[config.mk]
export PLATFORM = sky130hd
export DESIGN_NAME = escaped_frame_deframer_unit
export DESIGN_NICKNAME = d
export VERILOG_FILES = /design/src/hw/rtl/efd_pkg.sv /design/src/hw/rtl/efd_parse.sv /design/src/hw/rtl/escaped_frame_deframer_unit.sv
export SDC_FILE = /design/constraint.sdc
export NUM_CORES = 1
export LEC_CHECK = 0
export BUFFER_PORTS_ARGS = -buffer_cell sky130_fd_sc_hd__buf_2
export CORE_MARGIN = 10
export CORE_UTILIZATION = 30
export CTS_CLUSTER_DIAMETER = 30
export DETAILED_ROUTE_END_ITERATION = 10
export GPL_TIMING_DRIVEN = 1
export HOLD_SLACK_MARGIN = 0.15
export PLACE_DENSITY = 0.52
export RECOVER_POWER = 50
export SETUP_SLACK_MARGIN = 0.5
export SYNTH_ARGS = -nofsm -noshare
export SYNTH_HDL_FRONTEND = slang
export SYNTH_SLANG_ARGS = --single-unit
[constraint.sdc]
create_clock -name aclk -period 10.4 [get_ports aclk]
set_input_delay 1.56 -clock aclk [delete_from_list [all_inputs] [get_ports aclk]]
set_output_delay 1.56 -clock aclk [all_outputs]
set_load 0.02 [all_outputs]
[src/hw/rtl/efd_pkg.sv]
// ----------------------------------------------------------------------------
// efd_pkg: shared types and constants of the escaped frame deframer
// Escape handling constants, header layout, result codes and the
// check field size function.
// ----------------------------------------------------------------------------
package efd_pkg;

    // Stuffing
    localparam logic [7:0] ESC_CODE = 8'h1B;
    localparam logic [7:0] ESC_MASK = 8'h20;

    // Header layout in unstuffed bytes
    localparam int unsigned HDR_BYTES  = 13;
    localparam int unsigned CNT_W      = 17;
    localparam logic [CNT_W-1:0] POS_SENDER   = CNT_W'(0);
    localparam logic [CNT_W-1:0] POS_RECEIVER = CNT_W'(1);
    localparam logic [CNT_W-1:0] POS_STAMP    = CNT_W'(2);
    localparam logic [CNT_W-1:0] POS_SEQ      = CNT_W'(10);
    localparam logic [CNT_W-1:0] POS_LEN_HI   = CNT_W'(11);
    localparam logic [CNT_W-1:0] POS_LEN_LO   = CNT_W'(12);
    localparam logic [CNT_W-1:0] POS_HDR_END  = CNT_W'(HDR_BYTES);

    // Result kinds
    localparam logic [1:0] KIND_PAYLOAD = 2'd0;
    localparam logic [1:0] KIND_CHECK   = 2'd1;
    localparam logic [1:0] KIND_SUMMARY = 2'd2;

    // Frame status codes
    localparam logic [1:0] STAT_OK        = 2'd0;
    localparam logic [1:0] STAT_TRUNCATED = 2'd1;
    localparam logic [1:0] STAT_ESC_END   = 2'd2;

    // Largest payload lengths that still fit a 1-byte and a 2-byte check
    // field (parity count p at most 7, at most 15).
    localparam logic [15:0] CHK1_MAX_LEN = 16'd15;
    localparam logic [15:0] CHK2_MAX_LEN = 16'd4094;

    // Output payload widths
    localparam int unsigned TDATA_W = 120;
    localparam int unsigned TUSER_W = 2;

    // One result item
    typedef struct packed {
        logic [1:0]  item_kind;
        logic [7:0]  out_byte;
        logic [7:0]  sender_id;
        logic [7:0]  receiver_id;
        logic [63:0] time_stamp;
        logic [7:0]  sequence_number;
        logic [15:0] payload_length;
        logic [1:0]  frame_status;
    } efd_result_t;

    // Check field size in bytes, (p+8)/8 for the Hamming parity count p
    function automatic logic [1:0] check_size(input logic [15:0] len);
        logic [1:0] size;
        if (len <= CHK1_MAX_LEN) begin
            size = 2'd1;
        end else if (len <= CHK2_MAX_LEN) begin
            size = 2'd2;
        end else begin
            size = 2'd3;
        end
        return size;
    endfunction

endpackage

[src/hw/rtl/efd_parse.sv]
// ----------------------------------------------------------------------------
// efd_parse: unstuffing and header parsing
// Holds the per-frame state, removes escapes and turns each accepted raw
// byte into at most one result item in the same cycle.
// ----------------------------------------------------------------------------
module efd_parse
    import efd_pkg::*;
(
    input  logic        aclk,
    input  logic        aresetn,
    input  logic        take,         // a raw byte transaction is accepted
    input  logic [7:0]  byte_value,
    input  logic        frame_end,
    output logic        res_valid,
    output efd_result_t res
);

    logic             awaiting_reg, awaiting_next;
    logic             esc_reg, esc_next;
    logic [CNT_W-1:0] count_reg, count_next;
    logic [7:0]       sender_reg, sender_next;
    logic [7:0]       receiver_reg, receiver_next;
    logic [63:0]      stamp_reg, stamp_next;
    logic [7:0]       sequence_reg, sequence_next;
    logic [15:0]      length_reg, length_next;
    logic [1:0]       check_reg, check_next;

    logic [7:0]       unstuffed;
    logic             data_byte;
    logic             in_header;
    logic [CNT_W-1:0] pay_end;
    logic [CNT_W-1:0] all_end;
    logic             in_body;
    logic [15:0]      full_len;

    // Decode of the current byte
    assign unstuffed = esc_reg ? (byte_value ^ ESC_MASK) : byte_value;
    assign data_byte = !frame_end && !awaiting_reg && (esc_reg || (byte_value != ESC_CODE));
    assign in_header = (count_reg < POS_HDR_END);
    assign pay_end   = POS_HDR_END + CNT_W'(length_reg);
    assign all_end   = pay_end + CNT_W'(check_reg);
    assign in_body   = !in_header && (count_reg < all_end);
    assign full_len  = {length_reg[15:8], unstuffed};

    // Next state
    always_comb begin
        awaiting_next = awaiting_reg;
        esc_next      = esc_reg;
        count_next    = count_reg;
        sender_next   = sender_reg;
        receiver_next = receiver_reg;
        stamp_next    = stamp_reg;
        sequence_next = sequence_reg;
        length_next   = length_reg;
        check_next    = check_reg;
        if (frame_end) begin
            awaiting_next = 1'b1;
            esc_next      = 1'b0;
            count_next    = '0;
            sender_next   = '0;
            receiver_next = '0;
            stamp_next    = '0;
            sequence_next = '0;
            length_next   = '0;
            check_next    = '0;
        end else if (awaiting_reg) begin
            // start flag dropped
            awaiting_next = 1'b0;
        end else if (!esc_reg && (byte_value == ESC_CODE)) begin
            esc_next = 1'b1;
        end else begin
            esc_next = 1'b0;
            if (in_header) begin
                count_next = count_reg + CNT_W'(1);
                if (count_reg == POS_SENDER) begin
                    sender_next = unstuffed;
                end else if (count_reg == POS_RECEIVER) begin
                    receiver_next = unstuffed;
                end else if (count_reg < POS_SEQ) begin
                    // little-endian stamp, one lane per position
                    for (int i = 0; i < 8; i++) begin
                        if (count_reg == POS_STAMP + CNT_W'(i)) begin
                            stamp_next[i*8 +: 8] = unstuffed;
                        end
                    end
                end else if (count_reg == POS_SEQ) begin
                    sequence_next = unstuffed;
                end else if (count_reg == POS_LEN_HI) begin
                    length_next = {unstuffed, 8'h00};
                end else begin
                    length_next = full_len;
                    check_next  = check_size(full_len);
                end
            end else if (in_body) begin
                count_next = count_reg + CNT_W'(1);
            end
        end
    end

    // Result for the current byte
    always_comb begin
        res       = '0;
        res_valid = 1'b0;
        if (frame_end) begin
            res_valid           = 1'b1;
            res.item_kind       = KIND_SUMMARY;
            res.sender_id       = sender_reg;
            res.receiver_id     = receiver_reg;
            res.time_stamp      = stamp_reg;
            res.sequence_number = sequence_reg;
            res.payload_length  = length_reg;
            if (awaiting_reg) begin
                res.frame_status = STAT_TRUNCATED;
            end else if (esc_reg) begin
                res.frame_status = STAT_ESC_END;
            end else if (in_header || (count_reg < all_end)) begin
                res.frame_status = STAT_TRUNCATED;
            end else begin
                res.frame_status = STAT_OK;
            end
        end else if (data_byte && in_body) begin
            res_valid     = 1'b1;
            res.item_kind = (count_reg < pay_end) ? KIND_PAYLOAD : KIND_CHECK;
            res.out_byte  = unstuffed;
        end
    end

    // State registers
    always_ff @(posedge aclk) begin
        if (!aresetn) begin
            awaiting_reg <= 1'b1;
            esc_reg      <= 1'b0;
            count_reg    <= '0;
            sender_reg   <= '0;
            receiver_reg <= '0;
            stamp_reg    <= '0;
            sequence_reg <= '0;
            length_reg   <= '0;
            check_reg    <= '0;
        end else if (take) begin
            awaiting_reg <= awaiting_next;
            esc_reg      <= esc_next;
            count_reg    <= count_next;
            sender_reg   <= sender_next;
            receiver_reg <= receiver_next;
            stamp_reg    <= stamp_next;
            sequence_reg <= sequence_next;
            length_reg   <= length_next;
            check_reg    <= check_next;
        end
    end

endmodule

[src/hw/rtl/escaped_frame_deframer_unit.sv]
// ----------------------------------------------------------------------------
// escaped_frame_deframer_unit: byte-stuffed frame deframer
// Results are registered: each shows on m_tvalid in the cycle after its input.
// Throughput: one raw byte per cycle unless m_tready stalls; the output register
// refills in the cycle it is drained, so input and output run back to back.
// Reset: synchronous, active low; clears the frame state (awaiting start flag)
// and empties the output register.
// ----------------------------------------------------------------------------
module escaped_frame_deframer_unit
    import efd_pkg::*;
(
    input  logic               aclk,
    input  logic               aresetn,
    // raw byte stream
    input  logic               s_tvalid,
    output logic               s_tready,
    input  logic [7:0]         s_tdata,    // [7:0] byte_value
    input  logic               s_tlast,    // frame_end
    // result stream
    output logic               m_tvalid,
    input  logic               m_tready,
    output logic [TDATA_W-1:0] m_tdata,    // [7:0] out_byte, [15:8] sender_id,
                                           // [23:16] receiver_id, [87:24] time_stamp,
                                           // [95:88] sequence_number,
                                           // [111:96] payload_length,
                                           // [113:112] frame_status, rest zero
    output logic [TUSER_W-1:0] m_tuser     // [1:0] item_kind
);

    logic               take;
    logic               res_valid;
    efd_result_t        res;
    logic               m_valid_reg;
    logic [TDATA_W-1:0] m_data_reg;
    logic [TUSER_W-1:0] m_user_reg;

    // Input is taken whenever the output register is free or drains now
    assign s_tready = !m_valid_reg || m_tready;
    assign take     = s_tvalid && s_tready;

    efd_parse u_parse (
        .aclk       (aclk),
        .aresetn    (aresetn),
        .take       (take),
        .byte_value (s_tdata),
        .frame_end  (s_tlast),
        .res_valid  (res_valid),
        .res        (res)
    );

    // Output register
    always_ff @(posedge aclk) begin
        if (!aresetn) begin
            m_valid_reg <= 1'b0;
        end else if (take) begin
            m_valid_reg <= res_valid;
        end else if (m_tready) begin
            m_valid_reg <= 1'b0;
        end
    end

    always_ff @(posedge aclk) begin
        if (take && res_valid) begin
            m_data_reg <= {6'd0, res.frame_status, res.payload_length,
                           res.sequence_number, res.time_stamp, res.receiver_id,
                           res.sender_id, res.out_byte};
            m_user_reg <= res.item_kind;
        end
    end

    assign m_tvalid = m_valid_reg;
    assign m_tdata  = m_data_reg;
    assign m_tuser  = m_user_reg;

endmodule
==> results.ini <==
[layout]
syn_to_final_growth_pct=21.5
largest_reg_flops=114
drive_above_1_share=0.0920
fin_nets=1231
layout.cells.non_filler=1686
fin_area_mm2=0.0137

[detailed_routing]
drt_first_iter_violations=646
routed-via-count=8345
ant_nets=0
totalWireLength_um=32800
drc=0
viasPerCell=4.95
wl_per_cell_um=19.5
drt_first_pass_iters=5

[global_routing]
grt_first_pass_wirelength_um=49300
grt_pass1_vias=8245
track_usage=0.140
gr-total-overflow=0
grt_max_degree=115
grt_antenna_before_repair=1

[critical_path]
rr_endpoint=m_tdata[74]
cp_data_arrival_time_ps=7650
critical_path.startpoint=s_tlast
cpMostUsedCell=clkbuf_1
path_class=in2reg
critical_path_depth=6
cpPeakStageDelay_ps=1860
cp_max_fo=68
r2r_start=u_parse.length_reg[0]
worst_path_max_delay_cell=clkbuf_1
path_cells=buf_2 -> clkbuf_1 -> clkbuf_1 -> inv_1 -> a21oi_2 -> mux2i_1
critPathTopFamily=buffers and inverters
r2r_slack_ps=3700
worstSetupStartpointType=input pin
crit_path_end=u_parse.stamp_reg[33]
critPathRequiredTime_ps=10870
critical_path_buf_inv_count=4
r2r_cells=17
end_kind=flop

[logic_synthesis]
synth_top_area_cell=edfxtp_1
synth_seq_cells=242
ys_types=68
yosysWarnings=0
synth_edf_count=116
yosysSeqAreaShare=0.534
synth_ff_type=dfxtp_1
synth_top_area_frac=0.310
async_flop_share=0
synthCells=1050
avgSynthCellArea_um2=10.7
yosys-top-cells-area=edfxtp_1, dfxtp_1, mux2i_1, and2_1, nand2_1
synth_area_mm2=0.0113
yosysMostFrequentCell=nand2_1
synth_common_cells=nand2_1, dfxtp_1, edfxtp_1

[placement]
dp_hpwl_um=22200
dpl_cell_area_mm2=0.0123
io_buffers=130
gp_congestion=0.855
dp_cells=1597

[run]
maxCapViolations=3

[clock_network]
ctsRootBufferMaster=clkbuf_16
cts_resized=0
cts_max_level=2
cts_buffers=47
cts.sinks=242
cts_tree=yes
clk_latency_ps=560
cts.reportedPaths.clkPinSlew_ps=50
post_cts.repair.setup_buffers=0
clockBufferDepth=3
cts_hold_buffers=0

[outcome]
status=complete, but fails checks
violations=max-capacitance violations, max-slew violations

[sta]
finalClockSkew_ps=17.0
finalHoldViolCount=0
relSlewSlack=-0.653
setup_viol=0
fin_crit_sh=0.690
tns_ps=0
post-route-min-period_ps=7170
tightest_slew_ps=2480
grt_setup_unrepaired=false
max_freq_mhz=139
finalMaxSlewViolations=135

[power]
pwr-share-comb=0.054
switchingPower_mw=0.620
powerDensity_mw_per_mm2=192
p_seq_frac=0.396
ir_drop_mv=0.107
p_leak_nw=4.83
p_clk_frac=0.550
p_sw_frac=0.236
p_int_mw=2.01

[floorplan]
dieArea_mm2=0.0457
start_util=0.306
io_pins=137
die_height_um=214
core_region_area_mm2=0.0368
die_x_um=214
rows=70

[worst_hold_path]
hold_class=reg2reg

==> layout make-up <==
cell class | instances | area, µm²
well taps | 468 | 586
inverters | 21 | 78.8
multi-input cells | 727 | 4880
diodes | 1 | 2.50
repair buffers | 139 | 567
clock inverters | 21 | 203
clock buffers | 67 | 1340
flip-flops and latches | 242 | 6010
fillers | 3673 | 23100
==> worst min-delay path: cells and delay by family, from the launching register on <==
family	cells	cell delay, ps
flip-flops	1	300
AND/OR/NAND/NOR	1	50
multiplexers	1	50
==> power by group through the flow <==
stage / clock [mW] / sequential [mW] / combinational, mW
after floorplan: 0 / 1.08 / 0.0757
after global routing: 1.51 / 1.04 / 0.155
final: 1.45 / 1.04 / 0.142
after detailed placement: 0 / 1.06 / 0.149
after CTS: 1.47 / 1.04 / 0.149
after global placement: 0 / 1.06 / 0.149
==> metal layers <==
layer | GRT usage | vias up | wire length, µm
met5 | 0 | - | 0
met4 | 0.0511 | 0 | 838
met3 | 0.0346 | 55 | 2200
met2 | 0.215 | 217 | 14600
met1 | 0.186 | 4033 | 15200
li1 | - | 4040 | -
==> cells by family (layout without fill, tap and decap cells) <==
family          after synthesis  after routing  synth area share
compound gates              143            143            0.0860
xor+xnor                     29             29            0.0226
fa+ha+maj                    40             40            0.0451
buf+inv                      86            248            0.0336
flops                       242            242             0.534
mux                          85             85            0.0756
other cells                   1              7          0.000333
simple gates                424            424             0.203
==> how the worst min path moves through the flow <==
stage               cells past startpoint  slack (ps)                       to                     from
global route                            2         460  u_parse.sequence_reg[0]  u_parse.sequence_reg[0]
CTS                                     2         450    u_parse.stamp_reg[58]    u_parse.stamp_reg[58]
floorplan                               2         430  u_parse.receiver_reg[0]  u_parse.receiver_reg[0]
detailed placement                      2         440    u_parse.stamp_reg[58]    u_parse.stamp_reg[58]
global placement                        2         440  u_parse.receiver_reg[7]  u_parse.receiver_reg[7]
finish                                  2         450    u_parse.stamp_reg[47]    u_parse.stamp_reg[47]
==> cell usage in the layout (no fill, tap or decap), drive strengths merged, types with 4 or more instances in the layout <==
master / instances
a211o: 10
a21boi: 6
a21o: 7
a21oi: 40
a31oi: 6
and2: 107
and3: 10
and4: 10
buf: 20
clkbuf: 186
clkinv: 13
conb: 6
dfxtp: 126
edfxtp: 116
ha: 39
inv: 24
mux2i: 85
nand2: 132
nand2b: 8
nand3: 29
nand4: 23
nor2: 39
nor2b: 7
nor3: 11
nor3b: 6
nor4: 14
o211ai: 4
o21a: 6
o21ai: 27
o22ai: 10
o31ai: 13
or4: 17
xnor2: 16
xor2: 13
==> through the flow <==
stage | hold WS, ps | setup slack [ps] | total power, mW | utilization
finish | 448 | 3230 | 2.63 | 0.372
global route | 459 | 2440 | 2.71 | 0.371
CTS | 451 | 3810 | 2.66 | 0.376
detailed placement | 443 | 3840 | 1.21 | 0.334
global placement | 437 | 3940 | 1.21 | 0.334
floorplan | 430 | 886 | 1.15 | -
Note: power is estimated with default switching activity, not from simulation.
